**config.mk**
```make
export PLATFORM = sky130hd
export DESIGN_NAME = wifi_link_bringup_sequencer_flat
export DESIGN_NICKNAME = d
export VERILOG_FILES = /design/src/rtl/wlbs_pkg.sv /design/src/rtl/wlbs_evt_if.sv /design/src/rtl/wlbs_res_if.sv /design/src/rtl/wifi_link_bringup_sequencer.sv /design/src/flat_wrapper.sv
export SDC_FILE = /design/constraint.sdc
export NUM_CORES = 1
export LEC_CHECK = 0
export BUFFER_PORTS_ARGS = -buffer_cell sky130_fd_sc_hd__buf_4
export CORE_MARGIN = 3
export CORE_UTILIZATION = 45
export CTS_CLUSTER_DIAMETER = 200
export DETAILED_ROUTE_END_ITERATION = 6
export GPL_ROUTABILITY_DRIVEN = 1
export PLACE_DENSITY = 0.7
export SLEW_MARGIN = 20
export SYNTH_ARGS = -nofsm -noshare
export SYNTH_HDL_FRONTEND = slang
export SYNTH_SLANG_ARGS = --single-unit
export TNS_END_PERCENT = 100
```
**constraint.sdc**
```tcl
create_clock -name i_clk -period 4.9 [get_ports i_clk]
set_input_delay 0.245 -clock i_clk [delete_from_list [all_inputs] [get_ports i_clk]]
set_output_delay 0.245 -clock i_clk [all_outputs]
set_load 0.05 [all_outputs]
```
**src/rtl/wlbs_pkg.sv**
```systemverilog
package wlbs_pkg;

    // Field widths
    localparam int unsigned STEP_W  = 4;
    localparam int unsigned REQ_W   = 4;
    localparam int unsigned TACT_W  = 2;
    localparam int unsigned DLY_W   = 18;
    localparam int unsigned CNT_W   = 5;
    localparam int unsigned RDLY_W  = 8;
    localparam int unsigned APB_AW  = 5;
    localparam int unsigned APB_DW  = 32;
    localparam int unsigned RIDX_W  = 3;

    // Event kinds
    localparam logic [1:0] EV_TICK  = 2'd0;
    localparam logic [1:0] EV_AT    = 2'd1;
    localparam logic [1:0] EV_SMART = 2'd3;

    // Bring-up steps
    localparam logic [STEP_W-1:0] ST_POWER_OFF   = 4'd0;
    localparam logic [STEP_W-1:0] ST_POWER_ON    = 4'd1;
    localparam logic [STEP_W-1:0] ST_QUIT_TRANS  = 4'd2;
    localparam logic [STEP_W-1:0] ST_CLOSE_TRANS = 4'd3;
    localparam logic [STEP_W-1:0] ST_SMART_ON    = 4'd4;
    localparam logic [STEP_W-1:0] ST_SMART_WAIT  = 4'd5;
    localparam logic [STEP_W-1:0] ST_SMART_OFF   = 4'd6;
    localparam logic [STEP_W-1:0] ST_SET_STA     = 4'd7;
    localparam logic [STEP_W-1:0] ST_MOD_RST     = 4'd8;
    localparam logic [STEP_W-1:0] ST_ECHO_OFF    = 4'd9;
    localparam logic [STEP_W-1:0] ST_JOIN_AP     = 4'd10;
    localparam logic [STEP_W-1:0] ST_QUERY_AP    = 4'd11;
    localparam logic [STEP_W-1:0] ST_TCP_CONN    = 4'd12;
    localparam logic [STEP_W-1:0] ST_OPEN_TRANS  = 4'd13;
    localparam logic [STEP_W-1:0] ST_START_TRANS = 4'd14;
    localparam logic [STEP_W-1:0] ST_CONNECTED   = 4'd15;

    // AT requests (station mode to start send follow step - 3)
    localparam logic [REQ_W-1:0] AT_NONE        = 4'd0;
    localparam logic [REQ_W-1:0] AT_TRANS_OFF   = 4'd1;
    localparam logic [REQ_W-1:0] AT_SMART_START = 4'd2;
    localparam logic [REQ_W-1:0] AT_SMART_STOP  = 4'd3;
    localparam logic [REQ_W-1:0] AT_STEP_OFFSET = 4'd3;
    localparam logic [REQ_W-1:0] AT_ESCAPE      = 4'd12;

    // Link timer actions
    localparam logic [TACT_W-1:0] TA_NONE  = 2'd0;
    localparam logic [TACT_W-1:0] TA_START = 2'd1;
    localparam logic [TACT_W-1:0] TA_STOP  = 2'd2;

    // Register map
    localparam logic [RIDX_W-1:0] RI_GEN_LIM   = 3'd0;
    localparam logic [RIDX_W-1:0] RI_CONN_LIM  = 3'd1;
    localparam logic [RIDX_W-1:0] RI_REJOIN    = 3'd2;
    localparam logic [RIDX_W-1:0] RI_PWRCYCLE  = 3'd3;
    localparam logic [RIDX_W-1:0] RI_SMART_LIM = 3'd4;

    localparam logic [CNT_W-1:0] RST_GEN_LIM   = 5'd10;
    localparam logic [CNT_W-1:0] RST_CONN_LIM  = 5'd20;
    localparam logic [CNT_W-1:0] RST_REJOIN    = 5'd12;
    localparam logic [CNT_W-1:0] RST_PWRCYCLE  = 5'd24;
    localparam logic [CNT_W-1:0] RST_SMART_LIM = 5'd20;

    localparam logic [CNT_W-1:0] LIMIT_CAP = 5'd30;
    localparam logic [CNT_W-1:0] CNT_MAX   = 5'd31;

    typedef struct packed {
        logic [1:0]        cmd;
        logic              at_ok;
        logic              ap_joined;
        logic              smart_rx;
        logic              smart_parse_ok;
        logic [RDLY_W-1:0] reset_delay;
    } t_evt;

    typedef struct packed {
        logic [STEP_W-1:0] step_now;
        logic [REQ_W-1:0]  at_request;
        logic [TACT_W-1:0] timer_action;
        logic [DLY_W-1:0]  timer_delay;
        logic              abort_at;
        logic              store_credentials;
        logic              connected;
    } t_res;

    function automatic logic [CNT_W-1:0] clamp_lim(input logic [CNT_W-1:0] v);
        return (v > LIMIT_CAP) ? LIMIT_CAP : v;
    endfunction

endpackage

```
**src/rtl/wlbs_evt_if.sv**
```systemverilog
interface wlbs_evt_if;
    logic       valid;
    logic       ready;
    logic [1:0] cmd;
    logic       at_ok;
    logic       ap_joined;
    logic       smart_rx;
    logic       smart_parse_ok;
    logic [7:0] reset_delay;

    modport source (
        output valid, cmd, at_ok, ap_joined, smart_rx, smart_parse_ok, reset_delay,
        input  ready
    );
    modport sink (
        input  valid, cmd, at_ok, ap_joined, smart_rx, smart_parse_ok, reset_delay,
        output ready
    );
endinterface

```
**src/rtl/wlbs_res_if.sv**
```systemverilog
interface wlbs_res_if;
    logic        valid;
    logic        ready;
    logic [3:0]  step_now;
    logic [3:0]  at_request;
    logic [1:0]  timer_action;
    logic [17:0] timer_delay;
    logic        abort_at;
    logic        store_credentials;
    logic        connected;

    modport source (
        output valid, step_now, at_request, timer_action, timer_delay, abort_at,
               store_credentials, connected,
        input  ready
    );
    modport sink (
        input  valid, step_now, at_request, timer_action, timer_delay, abort_at,
               store_credentials, connected,
        output ready
    );
endinterface

```
**src/rtl/wifi_link_bringup_sequencer.sv**
```systemverilog
// Link bring-up sequencer for a wireless module.
// i_evt carries one event per transaction: link-timer tick, AT command
// result, reset request or smartconfig request. o_res returns exactly one
// result transaction per event: the new step, the AT request to issue, the
// link-timer action and delay, and the abort / store / connected flags.
// Limits are set over the APB port (5 registers at 4-byte spacing, write
// only while idle); reads return the current values.
// An accepted event is held in the input register, the step logic works on
// it, and the result is registered in the result register when that is
// empty or being emptied; o_res.valid rises with it.
// Throughput: one event per cycle while o_res is not stalled. The step,
// counters and flags update in the same cycle that a result is registered,
// so back-to-back events see the state left by their predecessor.
// Stall: while o_res is held (valid, not ready) the result register holds,
// the input register can still take one event, and i_evt.ready drops only
// when both are full.
// Reset (synchronous, active low): step goes to power off, all counters and
// flags clear, limits return to their defaults, both stages empty.
module wifi_link_bringup_sequencer #(
    parameter int unsigned TICKS_PER_SECOND = 1000,
    parameter int unsigned TICKS_PER_SHORT  = 100
) (
    input  logic                              i_clk,
    input  logic                              i_rst_n,
    wlbs_evt_if.sink                          i_evt,
    wlbs_res_if.source                        o_res,
    input  logic                              psel,
    input  logic                              penable,
    input  logic                              pwrite,
    input  logic [wlbs_pkg::APB_AW-1:0]       paddr,
    input  logic [wlbs_pkg::APB_DW-1:0]       pwdata,
    output logic [wlbs_pkg::APB_DW-1:0]       prdata,
    output logic                              pready
);

    localparam int unsigned DW = wlbs_pkg::DLY_W;
    localparam int unsigned CW = wlbs_pkg::CNT_W;

    // Timer delays in ticks
    localparam logic [DW-1:0] DLY_ONE     = DW'(1);
    localparam logic [DW-1:0] DLY_1S      = DW'(TICKS_PER_SECOND);
    localparam logic [DW-1:0] DLY_2S      = DW'(2 * TICKS_PER_SECOND);
    localparam logic [DW-1:0] DLY_3S      = DW'(3 * TICKS_PER_SECOND);
    localparam logic [DW-1:0] DLY_5S      = DW'(5 * TICKS_PER_SECOND);
    localparam logic [DW-1:0] DLY_10S     = DW'(10 * TICKS_PER_SECOND);
    localparam logic [DW-1:0] DLY_ESCAPE  = DW'(5 * TICKS_PER_SHORT);
    localparam logic [DW-1:0] DLY_BACKOFF = DW'(5 * TICKS_PER_SECOND);

    // ---------------- configuration registers ----------------
    logic [CW-1:0] r_gen_lim, r_conn_lim, r_rejoin, r_pwrcycle, r_smart_lim;
    logic [wlbs_pkg::RIDX_W-1:0] w_ridx;
    logic w_cfg_wr;

    assign pready   = 1'b1;
    assign w_ridx   = paddr[wlbs_pkg::APB_AW-1:2];
    assign w_cfg_wr = psel && penable && pwrite;

    always_ff @(posedge i_clk) begin
        if (!i_rst_n) begin
            r_gen_lim   <= wlbs_pkg::RST_GEN_LIM;
            r_conn_lim  <= wlbs_pkg::RST_CONN_LIM;
            r_rejoin    <= wlbs_pkg::RST_REJOIN;
            r_pwrcycle  <= wlbs_pkg::RST_PWRCYCLE;
            r_smart_lim <= wlbs_pkg::RST_SMART_LIM;
        end else if (w_cfg_wr) begin
            case (w_ridx)
                wlbs_pkg::RI_GEN_LIM:   r_gen_lim   <= pwdata[CW-1:0];
                wlbs_pkg::RI_CONN_LIM:  r_conn_lim  <= pwdata[CW-1:0];
                wlbs_pkg::RI_REJOIN:    r_rejoin    <= pwdata[CW-1:0];
                wlbs_pkg::RI_PWRCYCLE:  r_pwrcycle  <= pwdata[CW-1:0];
                wlbs_pkg::RI_SMART_LIM: r_smart_lim <= pwdata[CW-1:0];
                default: ;
            endcase
        end
    end

    always_comb begin
        prdata = '0;
        case (w_ridx)
            wlbs_pkg::RI_GEN_LIM:   prdata[CW-1:0] = r_gen_lim;
            wlbs_pkg::RI_CONN_LIM:  prdata[CW-1:0] = r_conn_lim;
            wlbs_pkg::RI_REJOIN:    prdata[CW-1:0] = r_rejoin;
            wlbs_pkg::RI_PWRCYCLE:  prdata[CW-1:0] = r_pwrcycle;
            wlbs_pkg::RI_SMART_LIM: prdata[CW-1:0] = r_smart_lim;
            default:                prdata = '0;
        endcase
    end

    // ---------------- handshake and stage registers ----------------
    logic           r_in_valid, r_out_valid;
    wlbs_pkg::t_evt r_in;
    wlbs_pkg::t_res r_out, w_res;
    logic           w_adv, w_fire;

    // Stage advances when the result register is empty or being emptied
    assign w_adv      = !r_out_valid || o_res.ready;
    assign w_fire     = r_in_valid && w_adv;
    assign i_evt.ready = !r_in_valid || w_adv;

    always_ff @(posedge i_clk) begin
        if (!i_rst_n) begin
            r_in_valid  <= 1'b0;
            r_out_valid <= 1'b0;
        end else begin
            if (i_evt.ready) begin
                r_in_valid <= i_evt.valid;
            end
            if (w_adv) begin
                r_out_valid <= r_in_valid;
            end
        end
    end

    always_ff @(posedge i_clk) begin
        if (i_evt.valid && i_evt.ready) begin
            r_in.cmd            <= i_evt.cmd;
            r_in.at_ok          <= i_evt.at_ok;
            r_in.ap_joined      <= i_evt.ap_joined;
            r_in.smart_rx       <= i_evt.smart_rx;
            r_in.smart_parse_ok <= i_evt.smart_parse_ok;
            r_in.reset_delay    <= i_evt.reset_delay;
        end
        if (w_fire) begin
            r_out <= w_res;
        end
    end

    // ---------------- sequencer state ----------------
    logic [wlbs_pkg::STEP_W-1:0] r_step, n_step;
    logic [CW-1:0] r_fc, n_fc, r_qc, n_qc, r_swc, n_swc;
    logic          r_se, n_se;

    always_ff @(posedge i_clk) begin
        if (!i_rst_n) begin
            r_step <= wlbs_pkg::ST_POWER_OFF;
            r_fc   <= '0;
            r_qc   <= '0;
            r_se   <= 1'b0;
            r_swc  <= '0;
        end else if (w_fire) begin
            r_step <= n_step;
            r_fc   <= n_fc;
            r_qc   <= n_qc;
            r_se   <= n_se;
            r_swc  <= n_swc;
        end
    end

    // ---------------- step logic ----------------
    logic [CW-1:0] w_fc_inc, w_qc_inc, w_swc_inc, w_fail_lim;
    logic [DW-1:0] w_backoff;

    // Fail count saturates; query and smart-wait counts wrap
    assign w_fc_inc  = (r_fc == wlbs_pkg::CNT_MAX) ? r_fc : r_fc + CW'(1);
    assign w_qc_inc  = r_qc + CW'(1);
    assign w_swc_inc = r_swc + CW'(1);
    assign w_fail_lim = (r_step == wlbs_pkg::ST_TCP_CONN) ?
                        wlbs_pkg::clamp_lim(r_conn_lim) : wlbs_pkg::clamp_lim(r_gen_lim);
    // Backoff uses the incremented count even if a power cycle then clears it
    assign w_backoff = {{(DW-CW){1'b0}}, w_fc_inc} * DLY_BACKOFF;

    always_comb begin
        n_step = r_step;
        n_fc   = r_fc;
        n_qc   = r_qc;
        n_se   = r_se;
        n_swc  = r_swc;
        w_res  = '0;
        w_res.at_request   = wlbs_pkg::AT_NONE;
        w_res.timer_action = wlbs_pkg::TA_NONE;

        case (r_in.cmd)
            wlbs_pkg::EV_TICK: begin
                case (r_step)
                    wlbs_pkg::ST_POWER_OFF: begin
                        n_qc   = '0;
                        n_step = wlbs_pkg::ST_POWER_ON;
                        w_res.timer_action = wlbs_pkg::TA_START;
                        w_res.timer_delay  = DLY_1S;
                    end
                    wlbs_pkg::ST_POWER_ON: begin
                        n_step = wlbs_pkg::ST_QUIT_TRANS;
                        w_res.timer_action = wlbs_pkg::TA_START;
                        w_res.timer_delay  = DLY_1S;
                    end
                    wlbs_pkg::ST_QUIT_TRANS: begin
                        w_res.at_request   = wlbs_pkg::AT_ESCAPE;
                        n_step = wlbs_pkg::ST_CLOSE_TRANS;
                        w_res.timer_action = wlbs_pkg::TA_START;
                        w_res.timer_delay  = DLY_ESCAPE;
                    end
                    wlbs_pkg::ST_SMART_WAIT: begin
                        w_res.timer_action = wlbs_pkg::TA_START;
                        w_res.timer_delay  = DLY_3S;
                        if (r_in.smart_rx) begin
                            w_res.store_credentials = r_in.smart_parse_ok;
                            n_swc  = '0;
                            n_se   = 1'b0;
                            n_step = wlbs_pkg::ST_SMART_OFF;
                            w_res.timer_delay = DLY_5S;
                        end else if (r_swc > wlbs_pkg::clamp_lim(r_smart_lim)) begin
                            n_swc  = '0;
                            n_se   = 1'b0;
                            n_step = wlbs_pkg::ST_SMART_OFF;
                            w_res.timer_delay = DLY_5S;
                        end else begin
                            n_swc = w_swc_inc;
                        end
                    end
                    wlbs_pkg::ST_CONNECTED: begin
                        w_res.timer_action = wlbs_pkg::TA_STOP;
                    end
                    wlbs_pkg::ST_CLOSE_TRANS: begin
                        w_res.at_request   = wlbs_pkg::AT_TRANS_OFF;
                        w_res.timer_action = wlbs_pkg::TA_STOP;
                    end
                    wlbs_pkg::ST_SMART_ON: begin
                        w_res.at_request   = wlbs_pkg::AT_SMART_START;
                        w_res.timer_action = wlbs_pkg::TA_STOP;
                    end
                    wlbs_pkg::ST_SMART_OFF: begin
                        w_res.at_request   = wlbs_pkg::AT_SMART_STOP;
                        w_res.timer_action = wlbs_pkg::TA_STOP;
                    end
                    default: begin
                        // station mode .. start send
                        w_res.at_request   = r_step - wlbs_pkg::AT_STEP_OFFSET;
                        w_res.timer_action = wlbs_pkg::TA_STOP;
                    end
                endcase
            end

            wlbs_pkg::EV_AT: begin
                if (r_in.at_ok) begin
                    n_fc = '0;
                    w_res.timer_action = wlbs_pkg::TA_START;
                    w_res.timer_delay  = DLY_ONE;
                    case (r_step)
                        wlbs_pkg::ST_CLOSE_TRANS:
                            n_step = r_se ? wlbs_pkg::ST_SMART_ON : wlbs_pkg::ST_SET_STA;
                        wlbs_pkg::ST_SMART_ON:  n_step = wlbs_pkg::ST_SMART_WAIT;
                        wlbs_pkg::ST_SMART_OFF: n_step = wlbs_pkg::ST_SET_STA;
                        wlbs_pkg::ST_SET_STA:   n_step = wlbs_pkg::ST_MOD_RST;
                        wlbs_pkg::ST_MOD_RST: begin
                            n_step = wlbs_pkg::ST_ECHO_OFF;
                            w_res.timer_delay = DLY_2S;
                        end
                        wlbs_pkg::ST_ECHO_OFF:  n_step = wlbs_pkg::ST_JOIN_AP;
                        wlbs_pkg::ST_JOIN_AP:   n_step = wlbs_pkg::ST_QUERY_AP;
                        wlbs_pkg::ST_QUERY_AP: begin
                            if (r_in.ap_joined) begin
                                n_step = wlbs_pkg::ST_TCP_CONN;
                            end else begin
                                w_res.timer_delay = DLY_10S;
                                n_qc = w_qc_inc;
                                if (w_qc_inc == r_rejoin) begin
                                    n_step = wlbs_pkg::ST_JOIN_AP;
                                end else if (w_qc_inc == r_pwrcycle) begin
                                    n_step = wlbs_pkg::ST_POWER_OFF;
                                end
                            end
                        end
                        wlbs_pkg::ST_TCP_CONN:    n_step = wlbs_pkg::ST_OPEN_TRANS;
                        wlbs_pkg::ST_OPEN_TRANS:  n_step = wlbs_pkg::ST_START_TRANS;
                        wlbs_pkg::ST_START_TRANS: n_step = wlbs_pkg::ST_CONNECTED;
                        default: ;
                    endcase
                end else if (r_step == wlbs_pkg::ST_JOIN_AP) begin
                    // join failure goes straight on to the query
                    n_step = wlbs_pkg::ST_QUERY_AP;
                    w_res.timer_action = wlbs_pkg::TA_START;
                    w_res.timer_delay  = DLY_ONE;
                end else begin
                    n_fc = w_fc_inc;
                    w_res.timer_action = wlbs_pkg::TA_START;
                    w_res.timer_delay  = w_backoff;
                    if (w_fc_inc > w_fail_lim) begin
                        n_fc   = '0;
                        n_step = wlbs_pkg::ST_POWER_OFF;
                    end
                end
            end

            default: begin
                // reset or smartconfig request
                n_step = wlbs_pkg::ST_POWER_OFF;
                n_fc   = '0;
                w_res.abort_at     = 1'b1;
                w_res.timer_action = wlbs_pkg::TA_START;
                if (r_in.cmd == wlbs_pkg::EV_SMART) begin
                    n_se = 1'b1;
                    w_res.timer_delay = DLY_ONE;
                end else begin
                    w_res.timer_delay = {{(DW-wlbs_pkg::RDLY_W){1'b0}}, r_in.reset_delay};
                end
            end
        endcase

        w_res.step_now  = n_step;
        w_res.connected = (n_step == wlbs_pkg::ST_CONNECTED);
    end

    // ---------------- result channel ----------------
    assign o_res.valid             = r_out_valid;
    assign o_res.step_now          = r_out.step_now;
    assign o_res.at_request        = r_out.at_request;
    assign o_res.timer_action      = r_out.timer_action;
    assign o_res.timer_delay       = r_out.timer_delay;
    assign o_res.abort_at          = r_out.abort_at;
    assign o_res.store_credentials = r_out.store_credentials;
    assign o_res.connected         = r_out.connected;

endmodule

```
**src/flat_wrapper.sv**
```systemverilog
// flat-port wrapper written by rule: the top's interface ports become plain ports
module wifi_link_bringup_sequencer_flat 
#(
    parameter int unsigned TICKS_PER_SECOND = 1000,
    parameter int unsigned TICKS_PER_SHORT  = 100
)
  (i_clk, i_rst_n, psel, penable, pwrite, paddr, pwdata, prdata, pready, i_evt_valid, i_evt_cmd, i_evt_at_ok, i_evt_ap_joined, i_evt_smart_rx, i_evt_smart_parse_ok, i_evt_reset_delay, i_evt_ready, o_res_valid, o_res_step_now, o_res_at_request, o_res_timer_action, o_res_timer_delay, o_res_abort_at, o_res_store_credentials, o_res_connected, o_res_ready);
  wlbs_evt_if i_evt_i ();
  wlbs_res_if o_res_i ();
  input  logic i_clk;
  input  logic i_rst_n;
  input  logic psel;
  input  logic penable;
  input  logic pwrite;
  input  logic [wlbs_pkg::APB_AW-1:0] paddr;
  input  logic [wlbs_pkg::APB_DW-1:0] pwdata;
  output logic [wlbs_pkg::APB_DW-1:0] prdata;
  output logic pready;
  input wire logic [$bits(i_evt_i.valid)-1:0] i_evt_valid;
  input wire logic [$bits(i_evt_i.cmd)-1:0] i_evt_cmd;
  input wire logic [$bits(i_evt_i.at_ok)-1:0] i_evt_at_ok;
  input wire logic [$bits(i_evt_i.ap_joined)-1:0] i_evt_ap_joined;
  input wire logic [$bits(i_evt_i.smart_rx)-1:0] i_evt_smart_rx;
  input wire logic [$bits(i_evt_i.smart_parse_ok)-1:0] i_evt_smart_parse_ok;
  input wire logic [$bits(i_evt_i.reset_delay)-1:0] i_evt_reset_delay;
  output wire logic [$bits(i_evt_i.ready)-1:0] i_evt_ready;
  output wire logic [$bits(o_res_i.valid)-1:0] o_res_valid;
  output wire logic [$bits(o_res_i.step_now)-1:0] o_res_step_now;
  output wire logic [$bits(o_res_i.at_request)-1:0] o_res_at_request;
  output wire logic [$bits(o_res_i.timer_action)-1:0] o_res_timer_action;
  output wire logic [$bits(o_res_i.timer_delay)-1:0] o_res_timer_delay;
  output wire logic [$bits(o_res_i.abort_at)-1:0] o_res_abort_at;
  output wire logic [$bits(o_res_i.store_credentials)-1:0] o_res_store_credentials;
  output wire logic [$bits(o_res_i.connected)-1:0] o_res_connected;
  input wire logic [$bits(o_res_i.ready)-1:0] o_res_ready;
  assign i_evt_i.valid = i_evt_valid;
  assign i_evt_i.cmd = i_evt_cmd;
  assign i_evt_i.at_ok = i_evt_at_ok;
  assign i_evt_i.ap_joined = i_evt_ap_joined;
  assign i_evt_i.smart_rx = i_evt_smart_rx;
  assign i_evt_i.smart_parse_ok = i_evt_smart_parse_ok;
  assign i_evt_i.reset_delay = i_evt_reset_delay;
  assign i_evt_ready = i_evt_i.ready;
  assign o_res_valid = o_res_i.valid;
  assign o_res_step_now = o_res_i.step_now;
  assign o_res_at_request = o_res_i.at_request;
  assign o_res_timer_action = o_res_i.timer_action;
  assign o_res_timer_delay = o_res_i.timer_delay;
  assign o_res_abort_at = o_res_i.abort_at;
  assign o_res_store_credentials = o_res_i.store_credentials;
  assign o_res_connected = o_res_i.connected;
  assign o_res_i.ready = o_res_ready;
  wifi_link_bringup_sequencer #(.TICKS_PER_SECOND(TICKS_PER_SECOND), .TICKS_PER_SHORT(TICKS_PER_SHORT)) u_core (.i_clk(i_clk), .i_rst_n(i_rst_n), .i_evt(i_evt_i), .o_res(o_res_i), .psel(psel), .penable(penable), .pwrite(pwrite), .paddr(paddr), .pwdata(pwdata), .prdata(prdata), .pready(pready));
endmodule
```
==> impl_metrics.tcl <==
set metrics [dict create \
    status "finished, final reports clean" \
    hpwl_microns 9877 \
    min_path_type "primary input to flop" \
    period_minus_slack_ns 4.003 \
    maxSlewHeadroom_pct 48.19 \
    initial_core_util_pct 46.89 \
    track_usage_pct 18.95 \
    synth_top_area_share_pct 23.60 \
    nFillCells 1127 \
    wl_per_cell_microns 16.03 \
    ys_async_sr_fraction_pct 0 \
    numClockSinks 92 \
    syn_inst 595 \
    reg2reg_from "u_core.r_fc[0]$_SDFFE_PN0P_" \
    synthMuxAreaShare_pct 6.163 \
    fmax_ghz 0.2498 \
    fin_tns_setup_ns 0 \
    multi_input_area_sq_mm 0.003119 \
    cts_hold_buf 0 \
    clk_path_buf_depth 2 \
    cts_buffers 9 \
    ys_warn_count 0 \
    grt_pass1_vias 4340 \
    drc_errors 0 \
    maxCapViolations 0 \
    critPathCaptureType "flop" \
    irDropWorstVdd_uv 162.4 \
    cpPeakStageDelay_ns 0.49 \
    finClkSkew_ns 0.005464 \
    start_kind "flop" \
    synth-compound-area-share_pct 15.38 \
    grt_max_degree 46 \
    die_w_microns 118.8 \
    crit_path_max_fanout 7 \
    cts_setup_buffers 0 \
    met3_usage_pct 5.072 \
    cts_tree "yes" \
    grtUsageMet1_pct 24.59 \
    rsz0062_at_grt "false" \
    final_nets 750 \
    die-area_sq_mm 0.01411 \
    syn_area_per_cell_sq_um 9.623 \
    yosys-top-cells-count "nand2_1, dfxtp_1, edfxtp_1, nor2_1, ha_1" \
    port_buffers 66 \
    antenna_found_initial 0 \
    synth.most_common_cell "nand2_1" \
    cts_root_buf "clkbuf_16" \
    vias_per_cell 5.490 \
    drt_iter0_drc 281 \
    r2r_setup_slack_ns 0.90 \
    drive_above_1_share_pct 15.31 \
    insertion_delay_ns 0.35 \
    cp_data_arrival_time_ns 4.18 \
    yosys_register_bits 92 \
    ys.flop_type "dfxtp_1" \
    gp_congestion 0.9350 \
    hold_viol 0 \
    p_per_area_mw_per_mm2 286.7 \
    synth_largest_area_cell "edfxtp_1" \
    vias 4507 \
    synth_edf_count 45 \
    grtUsageMet2_pct 31.01 \
    synth_top_family_by_area "simple AND/OR/NAND/NOR gates" \
    ys_seq_area_share_pct 40.03 \
    io_pins 124 \
    core_area_sq_mm 0.01221 \
    r2r_end "u_core.o_res.timer_delay[17]$_DFFE_PP_" \
    path_clk_slew_ns 0.06 \
    busiest_layer "met2" \
    areaGrowthSynthToFinish_pct 14.75 \
    min_from "i_evt_at_ok" \
    rr_worst_depth 15 \
    hold-path-cell-count 1 \
    synth_xor_area_share_pct 4.152 \
    slew_violations 0 \
    synth_fa_ha_area_share_pct 10.14 \
    grt_remaining_overflow 0 \
    synth_area_leaders "edfxtp_1, dfxtp_1, ha_1" \
    setup_viol 0 \
    period_share_pct 81.70 \
    regArea_sq_mm 0.002292 \
    slowest_stage "fa_1" \
    n_antenna_cell 0 \
    fp.dieH_microns 118.8 \
    crit_required_ns 5.08 \
    critPathKind "flop to flop" \
    ant_nets 0 \
    cts_max_level 3 \
    yosysUniqueCellTypes 67 \
    total_power_mw 1.884 \
    whs_ns 0.06792 \
    leakage_nw 2.777 \
    worst_pin_slew_ns 0.7751 \
    critPathMostFrequentCell "ha_1" \
    rows 40 \
    synthSimpleGateAreaFrac_pct 16.81 \
    dr.pass1.iters 5 \
    min_to "u_core.r_in[11]$_DFFE_PP_" \
    routed_wl_microns 13160 \
    ctsResizeCount 0 \
    synth_area_sq_mm 0.005725 \
    grt_first_pass_wirelength_microns 21580 \
    cp_cell_sequence "ha_1 -> nand4_1 -> nand2_1 -> inv_1 -> fa_1 -> inv_1 -> ha_1 -> ha_1 -> ha_1 -> inv_1 -> o21bai_1 -> a21oi_1 -> o21ai_0 -> a21oi_1 -> nor3b_1" \
]
[flip-flops by register name (all words and copies together) (netlist names)]
signal,flops
u_core.o_res.store_credentials,1
u_core.r_gen_lim,5
u_core.o_res.valid,1
u_core.r_smart_lim,5
u_core.r_qc,5
u_core.o_res.timer_action,2
u_core.r_step,4
u_core.r_swc,5
u_core.r_pwrcycle,5
u_core.r_in,14
u_core.o_res.connected,1
u_core.r_se,1
u_core.r_rejoin,5
u_core.r_fc,5
u_core.o_res.abort_at,1
u_core.r_conn_lim,5
u_core.r_in_valid,1
u_core.o_res.at_request,4
u_core.o_res.step_now,4
u_core.o_res.timer_delay,18
[routing by layer]
layer	wire, microns	part of all wire (%)	vias up
li1	-	-	2181
met1	5856	45	2155
met2	6295	48	154
met3	807	6.1	17
met4	197	1.5	0
met5	0	0	-
[metrics by stage]
step	util, %	instances	setup WS, ns	instance area (sq um)
2_1_floorplan	-	621	1.353	5823
5_1_grt	53.80	821	0.5579	6570
4_1_cts	53.80	821	0.9352	6570
3_3_place_gp	51.08	805	1.048	6237
3_5_place_dp	51.08	805	0.9643	6237
6_report	53.80	821	0.8966	6570
[how the worst max path moves through the flow]
stage / depth (start not counted) / to / slack [ns] / start
global route: 15 / u_core.o_res.timer_delay[17]$_DFFE_PP_ / 0.56 / u_core.r_fc[0]$_SDFFE_PN0P_
floorplan: 15 / u_core.o_res.timer_delay[16]$_DFFE_PP_ / 1.35 / u_core.r_fc[0]$_SDFFE_PN0P_
detailed placement: 16 / u_core.o_res.timer_delay[16]$_DFFE_PP_ / 0.96 / u_core.r_fc[0]$_SDFFE_PN0P_
global placement: 15 / u_core.o_res.timer_delay[16]$_DFFE_PP_ / 1.05 / u_core.r_fc[0]$_SDFFE_PN0P_
CTS: 15 / u_core.o_res.timer_delay[17]$_DFFE_PP_ / 0.94 / u_core.r_fc[0]$_SDFFE_PN0P_
finish: 15 / u_core.o_res.timer_delay[17]$_DFFE_PP_ / 0.90 / u_core.r_fc[0]$_SDFFE_PN0P_
[logic make-up after synthesis]
logic type,count (synthesis)
AO/OA/AOI/OAI,132
XOR/XNOR,24
adder cells (fa/ha/maj),44
buffers and inverters,80
flip-flops,92
multiplexers,34
other,2
AND/OR/NAND/NOR,187
[where the power goes]
group	internal, mW	switching [mW]
Combinational	0.0800	0.199
Clock	0.466	0.285
Sequential	0.835	0.0193
Total	1.38	0.503
[critical path: cells and delay by family, from the launching register on]
family          cells  cell delay (ns)
fa+ha+maj           5             1.61
simple gates        3             0.86
compound gates      4             0.73
flops               1             0.40
buf+inv             3             0.24
[layout by cell type (no fill, tap or decap), drive strengths merged, types with 5 or more instances in the layout]
cell	instances
a21boi	11
a21o	5
a21oi	40
and3	7
buf	68
clkbuf	13
conb	28
dfxtp	47
edfxtp	45
ha	40
inv	28
mux2i	33
nand2	51
nand2b	7
nand3	22
nand4	6
nor2	43
nor2b	22
nor3	6
nor3b	5
o21ai	31
o22ai	6
xnor2	10
xor2	12
[layout make-up]
class | instances | share of cell area (%)
Timing Repair Buffer | 68 | 7.770
Tap cell | 168 | 3.199
Sequential cell | 92 | 34.89
Clock buffer | 13 | 4.437
Clock inverter | 3 | 0.6285
Inverter | 28 | 1.600
Multi-Input combinational cell | 449 | 47.48
No activity file was read; power rests on OpenSTA's default activity.
